File: src/hdl/spq_pkg.sv
`timescale 1ns / 1ps
package spq_pkg;

	// fixed field widths of the transaction payloads and the default queue depth
	localparam int KEY_W = 32;
	localparam int CNT_OUT_W = 5;
	localparam int DEPTH_DEF = 16;

	typedef enum logic {
		FUNC_PUSH = 1'b0,
		FUNC_POP  = 1'b1
	} func_t;

	typedef enum logic [1:0] {
		ST_OK    = 2'd0,
		ST_EMPTY = 2'd1,
		ST_FULL  = 2'd2
	} status_t;

	typedef struct packed {
		func_t                    func;
		logic signed [KEY_W-1:0]  key_in;
	} in_item_t;

	typedef struct packed {
		logic signed [KEY_W-1:0]  popped_key;
		logic signed [KEY_W-1:0]  top_key;
		logic [CNT_OUT_W-1:0]     entry_count;
		status_t                  status;
	} out_item_t;

	// command broadcast to every cell of the chain
	typedef struct packed {
		logic                     push;
		logic                     pop;
		logic signed [KEY_W-1:0]  key;
	} cell_ctl_t;

endpackage

File: src/hdl/spq_cell.sv
`timescale 1ns / 1ps
module spq_cell (
	input  logic                              clk,
	input  spq_pkg::cell_ctl_t                ctl,
	input  logic                              occupied,
	input  logic                              prev_stay,
	input  logic signed [spq_pkg::KEY_W-1:0]  prev_key,
	input  logic signed [spq_pkg::KEY_W-1:0]  next_key,
	output logic                              stay,
	output logic signed [spq_pkg::KEY_W-1:0]  key,
	output logic signed [spq_pkg::KEY_W-1:0]  key_d
);
	import spq_pkg::*;

	logic signed [KEY_W-1:0] key_q;

	// keys are held largest first: a stored key larger than the new one keeps its place
	assign stay = occupied && (key_q > ctl.key);

	// next key: shift toward the head on pop, open a slot on push
	always_comb begin
		key_d = key_q;
		if (ctl.pop) begin
			key_d = next_key;
		end else if (ctl.push) begin
			if (stay) begin
				key_d = key_q;
			end else if (prev_stay) begin
				key_d = ctl.key;
			end else begin
				key_d = prev_key;
			end
		end
	end

	always_ff @(posedge clk) begin
		key_q <= key_d;
	end

	assign key = key_q;

endmodule

File: src/hdl/sorted_priority_queue.sv
`timescale 1ns / 1ps
// result: a transaction's result is registered and shown in the cycle after it is accepted
// throughput: one push or pop per cycle while the result side does not stall;
//   each cycle every cell of the chain takes its new key from itself, a neighbor or the pushed key
// reset: arst_n clears the entry count and the output valid; stored keys are not
//   cleared and are read only below the entry count
module sorted_priority_queue #(
	parameter int DEPTH = spq_pkg::DEPTH_DEF
) (
	input  logic               clk,
	input  logic               arst_n,
	input  logic               in_valid,
	output logic               in_stall,
	input  spq_pkg::in_item_t  in_item,
	output logic               out_valid,
	input  logic               out_stall,
	output spq_pkg::out_item_t out_item
);
	import spq_pkg::*;

	localparam int CNT_W = $clog2(DEPTH + 1);

	logic                    accept;
	logic                    full;
	logic                    empty;
	cell_ctl_t               ctl;
	logic [CNT_W-1:0]        count_q;
	logic [CNT_W-1:0]        count_d;
	logic                    out_valid_q;
	out_item_t               out_item_q;
	out_item_t               result;
	logic [DEPTH-1:0]        occupied;
	logic [DEPTH-1:0]        stay;
	logic signed [KEY_W-1:0] cell_key [DEPTH];
	logic signed [KEY_W-1:0] cell_key_d [DEPTH];

	// input handshake: take a transaction unless the held result is stalled
	assign in_stall = out_valid_q && out_stall;
	assign accept = in_valid && !in_stall;
	assign full = (count_q == CNT_W'(DEPTH));
	assign empty = (count_q == '0);

	// command for the cell chain
	always_comb begin
		ctl.key = in_item.key_in;
		ctl.push = accept && (in_item.func == FUNC_PUSH) && !full;
		ctl.pop = accept && (in_item.func == FUNC_POP) && !empty;
	end

	// cell chain, head holds the largest key
	for (genvar i = 0; i < DEPTH; i++) begin : g_cell
		logic                    prev_stay;
		logic signed [KEY_W-1:0] prev_key;
		logic signed [KEY_W-1:0] next_key;

		assign occupied[i] = (count_q > CNT_W'(i));

		// nothing sits ahead of the head, so on a push it takes the new key unless it keeps its own
		if (i == 0) begin : g_head
			assign prev_stay = 1'b1;
			assign prev_key = '0;
		end else begin : g_body
			assign prev_stay = stay[i-1];
			assign prev_key = cell_key[i-1];
		end

		if (i == DEPTH - 1) begin : g_tail
			assign next_key = cell_key[i];
		end else begin : g_link
			assign next_key = cell_key[i+1];
		end

		spq_cell u_cell (
			.clk       (clk),
			.ctl       (ctl),
			.occupied  (occupied[i]),
			.prev_stay (prev_stay),
			.prev_key  (prev_key),
			.next_key  (next_key),
			.stay      (stay[i]),
			.key       (cell_key[i]),
			.key_d     (cell_key_d[i])
		);
	end

	// next count and result of the accepted transaction
	always_comb begin
		count_d = count_q;
		if (ctl.push) begin
			count_d = count_q + CNT_W'(1);
		end else if (ctl.pop) begin
			count_d = count_q - CNT_W'(1);
		end

		result.popped_key = ctl.pop ? cell_key[0] : '0;
		result.top_key = (count_d != '0) ? cell_key_d[0] : '0;
		result.entry_count = CNT_OUT_W'(count_d);
		result.status = ST_OK;
		if (in_item.func == FUNC_POP) begin
			if (empty) begin
				result.status = ST_EMPTY;
			end
		end else if (full) begin
			result.status = ST_FULL;
		end
	end

	// entry count and output valid
	always_ff @(posedge clk or negedge arst_n) begin
		if (!arst_n) begin
			count_q <= '0;
			out_valid_q <= 1'b0;
		end else begin
			if (accept) begin
				count_q <= count_d;
				out_valid_q <= 1'b1;
			end else if (!out_stall) begin
				out_valid_q <= 1'b0;
			end
		end
	end

	// output payload register
	always_ff @(posedge clk) begin
		if (accept) begin
			out_item_q <= result;
		end
	end

	assign out_valid = out_valid_q;
	assign out_item = out_item_q;

endmodule

File: config.mk
export PLATFORM = sky130hd
export DESIGN_NAME = sorted_priority_queue
export DESIGN_NICKNAME = d
export VERILOG_FILES = /design/src/hdl/spq_pkg.sv /design/src/hdl/spq_cell.sv /design/src/hdl/sorted_priority_queue.sv
export SDC_FILE = /design/constraint.sdc
export NUM_CORES = 2
export LEC_CHECK = 0
export ABC_AREA = 0
export BUFFER_PORTS_ARGS = -buffer_cell sky130_fd_sc_hd__buf_2
export CAP_MARGIN = 20
export CORE_MARGIN = 1.5
export CORE_UTILIZATION = 44
export CTS_CLUSTER_SIZE = 24
export DETAILED_ROUTE_END_ITERATION = 16
export RECOVER_POWER = 50
export SETUP_SLACK_MARGIN = 0.3
export SYNTH_ARGS = -nofsm -noshare
export SYNTH_HDL_FRONTEND = slang
export SYNTH_SLANG_ARGS = --single-unit
File: constraint.sdc
create_clock -name clk -period 7.45 [get_ports clk]
set_input_delay 0.745 -clock clk [delete_from_list [all_inputs] [get_ports clk]]
set_output_delay 0.745 -clock clk [all_outputs]
set_load 0.02 [all_outputs]
[Yosys cells after proc, flatten, opt, wreduce, memory -nomap -nowiden]
Cells that the tools add are included.
Operators by class
  muxes and demuxes: 67
  order comparisons: 32
  equal/unequal tests: 16
  add/subtract/negate cells: 2
  reduce and logical (&&, ||, !) cells: 43
  bitwise logic cells: 3
Operator list (count)
  32-bit two-way mux: 60
  32-bit > comparator: 16
  5-bit by 4-bit > comparator with 1-bit output, second input constant: 8
  2-bit != test, second input constant: 14
  2-bit AND reduction: 14
  1-bit logical AND: 22
  5-bit by 3-bit > comparator with 1-bit output, second input constant: 4
  5-bit by 1-bit > comparator with 1-bit output, second input constant: 2
  5-bit by 2-bit > comparator with 1-bit output, second input constant: 2
  5-bit two-way mux: 2
  5-bit by 1-bit adder with 5-bit output, second input constant: 1
  5-bit == test, second input constant: 1
  5-bit logical NOT: 1
  5-bit nonzero test: 1
  5-bit by 1-bit subtractor with 5-bit output, second input constant: 1
  2-bit two-way mux: 2
  1-bit logical NOT: 3
  1-bit two-way mux: 3
  1-bit NOT: 3
  3-bit AND reduction: 1
  2-bit by 1-bit != test with 1-bit output, second input constant: 1
  2-bit nonzero test: 1
Storage, ports and cells
  output and inout port bits: 73
  bits in registers: 589
  input bits: 37
  logic and storage cells: 185

[Longest topological paths before layout]
  word-level depth: 8
  mapped depth: 13
  mapped depth without buffers: 10

[Modules after synthesis]
A second synthesis with hierarchy kept.
Unflattened totals
  cells, all modules: 5196
  area, all modules: 46694.8 um^2
Modules (own cells, without submodules)
  spq_cell: area an instance 2692.6 um^2, times used 16, cells each 309, sequential area each 640.6 um^2
  sorted_priority_queue: area an instance 3613.5 um^2, times used 1, cells each 252, sequential area each 2282.2 um^2

[Least setup slack after synthesis]
OpenSTA, ideal clock, no wires.
  path type: in2reg
  start point: in in_item[29] (netlist bit)
  end point: reg g_cell[8].u_cell.key_q[0] (enable)
  required time: 6.984 ns
  arrival: 5.684 ns
  cell stages on the path: 12
  path buffers: 3
  slack: 1.301 ns
  setup time: 0.466 ns
  cell sequence: clkbuf_1 -> inv_1 -> ha_1 -> nand4_1 -> or3_4 -> nor4_4 -> or3b_1 -> a31oi_1 -> nor3_2 -> buf_4 -> buf_2 -> o21ai_0
Between the ends
  word-level cells in the longest chain between the ends: 4
RTL lines
  start: declaration: RTL line sorted_priority_queue.sv:14  | input spq_pkg::in_item_t in_item,
  32-bit > comparator: RTL line spq_cell.sv:18  | assign stay = occupied && (key_q > ctl.key);
  1-bit logical AND: RTL line spq_cell.sv:18
  2-bit != test (no source line)
  2-bit AND reduction (no source line)
  end signal: assignment: RTL line spq_cell.sv:37  | key_q <= key_d;
  end: declaration: RTL line spq_cell.sv:15  | logic signed [KEY_W-1:0] key_q;
Every way passes these cells.
A chain may end at the register's enable or synchronous reset.

[Worst setup path after layout]
  start point: in in_item[10] (netlist bit)
  end point: reg g_cell[7].u_cell.key_q[23] (enable)
Between the ends
  word-level cells in the longest chain between the ends: 4
RTL lines (RTL line)
  32-bit > comparator: spq_cell.sv:18
  1-bit logical AND: spq_cell.sv:18
  2-bit != test (no source line)
  2-bit AND reduction (no source line)
  end signal: assignment: spq_cell.sv:37
  end: declaration: spq_cell.sv:15
Every way passes these cells.

==> reports/results.tsv <==
stage	metric	value	unit
run_status	status	finished, violations left	
run_status	violations	capacitance limit, slew limit	
synth	netlist_top_cells_count	edfxtp_1 (551), ha_1 (517), nand2_1 (476)	
placed_design	port-buffer-count	109	
critical_path	r2r_end	out_item[35]	
die	die_area	92600	um2
die	ios	110	
die	core	90000	um2
synth	synthArstFlopShare	1.02	%
clock_tree	clk_pin_slew_worst_paths	0.06	ns
grt	met3_usage	3.42	%
clock_tree	post-cts-setup-buffers	0	
die	die_y	304	um
synth	syn_area_per_cell	10.2	um2
critical_path	start_kind	input pin	
routing	drc	0	
synth	synth-edff-count	551	
power_and_ir_drop	p_int	0.0101	W
timing	finalCritPeriodShare	81.4	%
timing	whs	0.328	ns
clock_tree	insertion_delay	0.63	ns
critical_path	cp_data_required_time	7.72	ns
synth	synthTopCellsByArea	edfxtp_1 (41%), ha_1 (16%), a221o_1 (6.4%)	
timing	timing.setup.tns	0	ns
grt	track_usage	28.0	%
synth	synth_seq_cells	589	
grt	grt_pass1_vias	30600	
power_and_ir_drop	ir_worst_vdd	0.000286	V
finish	stdcell_count	5139	
power_and_ir_drop	total_switching_power	0.00670	W
finish	syn2layout_area_growth	10.1	%
power_and_ir_drop	power_density	383	nW/um2
power_and_ir_drop	pwr-share-seq	35.8	%
power_and_ir_drop	power.leakage	18.2	nW
placed_design	dp_hpwl	97200	um
power_and_ir_drop	finalPower	0.0168	W
timing	worst_pin_slew	4.14	ns
critical_path	rrSetupSlack	1.53	ns
synth	netlist_area	39900	um2
synth	synth_top_area_share	41.4	%
critical_path	path_class	input pin to flop	
finish	fin_nets	4461	
die	fp-row-count	110	
grt	grt_max_degree	216	
timing	fmax	165	MHz
finish	n_fill_cell	8299	
timing	setup_violations	0	
timing	slew_headroom	-176	%
critical_path	cp_max_fo	34	
grt	grt_pass1_wl	198000	um
placed_design	place_congestion	0.952	
timing	hold_viol	0	
routing	wl	133000	um
job	drv_cap	13	
timing	final.min_clock_period	6.07	ns
clock_tree	cts_buffer_depth	3	
grt	grt.met1_usage	40.7	%
synth	synth_most_common_cell	edfxtp_1	
clock_tree	htreeDepth	3	
min_path	hold-path-endpoint	out_valid	
grt	use_met2	42.9	%
synth	synth-seq-area-share	43.4	%
synth	synth_cell_types	70	
critical_path	worstPathArrival	6.33	ns
routing	drt_iter0_drc	3928	
placed_design	dpl_cell_area	41700	um2
clock_tree	numClockSinks	589	
min_path	hold_path.class	input pin to flop	
synth	synth_area_leader_cell	edfxtp_1	
routing	vias_per_cell	6.32	
grt	antenna_found_initial	5	
power_and_ir_drop	p_sw_share	39.8	%
critical_path	ff2ff_path_depth	10	
placed_design	dp_cells	5008	
routing	via_count	32500	
critical_path	cp-end-kind	flop	
die	die_w	304	um
min_path	whs_path_depth	2	
routing	ant_nets	0	
timing	slew_viol_final	611	
routing	first_pass_iters	6	
synth	syn-instance-count	3902	
synth	synth_ff_type	edfxtp_1	
grt	gr-total-overflow	0	
synth	synth_warnings	0	
clock_tree	cts_tree	done	
finish	drive_above_1_share	6.29	%
timing	fin_skew	0.0144	ns
finish	finish.instance_area	44000	um2
synth	synth.net_count	4456	
grt	top_usage_layer	met2	
min_path	min_from	in_valid	
clock_tree	numCtsBuffers	68	
timing	rsz0062_at_grt	false	
die	initial_core_util	44.4	%
finish	seq_area	17300	um2
power_and_ir_drop	power_frac_clock	21.6	%
finish	multi_input_area	21400	um2
clock_tree	cts_root_buffer	clkbuf_16	
power_and_ir_drop	share_comb_of_total_power	42.5	%
critical_path	reg2reg_from	count_q[0]	
routing	wl_per_cell	25.8	um
[cells in the final DEF, fill, tap and decap left out, types with 23 or more instances in the layout]
cell	count
inv_1	105
nand2_1	476
buf_2	34
ha_1	517
a21oi_1	256
mux2i_1	195
nand4_1	92
a21o_1	60
o21ai_0	197
edfxtp_1	551
a211oi_1	37
buf_4	51
a221o_1	254
clkbuf_1	92
clkbuf_16	73
nor2b_1	23
nand3_1	42
nor2_1	439
nor3b_1	36
dfxtp_1	32
a31oi_1	38
nor3_1	48
[final cells by class]
type                            instances  area share, %
Clock buffer                           88           4.40
Tap cell                             1176           3.35
Inverter                              106          0.905
Sequential cell                       589           39.4
Multi-Input combinational cell       2963           48.6
Clock inverter                         35          0.967
Timing Repair Buffer                  179           2.34
Antenna cell                            3         0.0171
[worst max path at each step]
| stage | startpoint | endpoint | slack [ns] | depth (start not counted) |
|---|---|---|---|---|
| 4_1_cts | in_item[30] | g_cell[14].u_cell.key[27] | 2.47 | 12 |
| 5_1_grt | in_item[29] | g_cell[7].u_cell.key[27] | 1.20 | 12 |
| 6_report | in_item[10] | g_cell[7].u_cell.key[23] | 1.38 | 14 |
| 3_3_place_gp | in_item[30] | g_cell[14].u_cell.key[5] | 1.85 | 12 |
| 2_1_floorplan | in_item[29] | g_cell[8].u_cell.key[0] | 1.30 | 12 |
| 3_5_place_dp | in_item[30] | g_cell[14].u_cell.key[5] | 1.82 | 12 |
[flip-flops by register name (all words and copies together) (netlist names)]
register           flops
count_q                5
out_item              71
out_valid              1
g_cell.u_cell.key    512
[repair_timing]
item | 4_1_cts | 5_1_grt
resized for setup | 0 | 0
endpoints found under the hold margin | 6 | 0
hold buffers | 1 | 0
[per-layer routing]
layer  share of wire [%]  routed length, um
met1                  45              59200
met2                  44              58600
met3                 8.0              10600
met4                 3.3               4320
met5                   0                  0
[worst max-delay path, stage by stage]
cell      delay (ns)
buf_2           0.26
inv_1           0.36
buf_4           0.32
ha_1            0.29
nand2_1         0.11
o21ai_0         0.64
a221o_1         0.33
o21ai_0         0.10
nand3_1         0.17
mux2i_4         0.23
clkbuf_1        2.02
nand2_1         0.10
nand2_1         0.16
buf_4           0.46
[power groups by stage]
| stage | Clock, W | Sequential (W) | Combinational [W] |
|---|---|---|---|
| global route | 0.00379 | 0.00610 | 0.00787 |
| floorplan | 0 | 0.00571 | 0.00510 |
| CTS | 0.00367 | 0.00597 | 0.00707 |
| finish | 0.00364 | 0.00603 | 0.00716 |
| detailed placement | 0 | 0.00603 | 0.00702 |
| global placement | 0 | 0.00603 | 0.00688 |
[cells by family (layout without fill, tap and decap cells)]
logic type	Yosys count	after routing	synth area share, %
AOI/OAI and AO/OA	959	959	16.8
xor gates and xnor gates	7	7	0.154
adders and majority gates	517	517	16.2
buffers and inverters	350	408	3.52
DFF	589	589	43.4
muxes	231	231	5.89
other	0	3	0
and+or+nand+nor	1249	1249	14.0
[stage by stage]
step	util, %	setup WS [ns]
final	48.9	1.38
after global routing	48.9	1.20
after CTS	49.0	2.47
after detailed placement	46.4	1.82
after global placement	46.3	1.85
after floorplan	-	1.30
No activity file was read; power rests on OpenSTA's default activity.
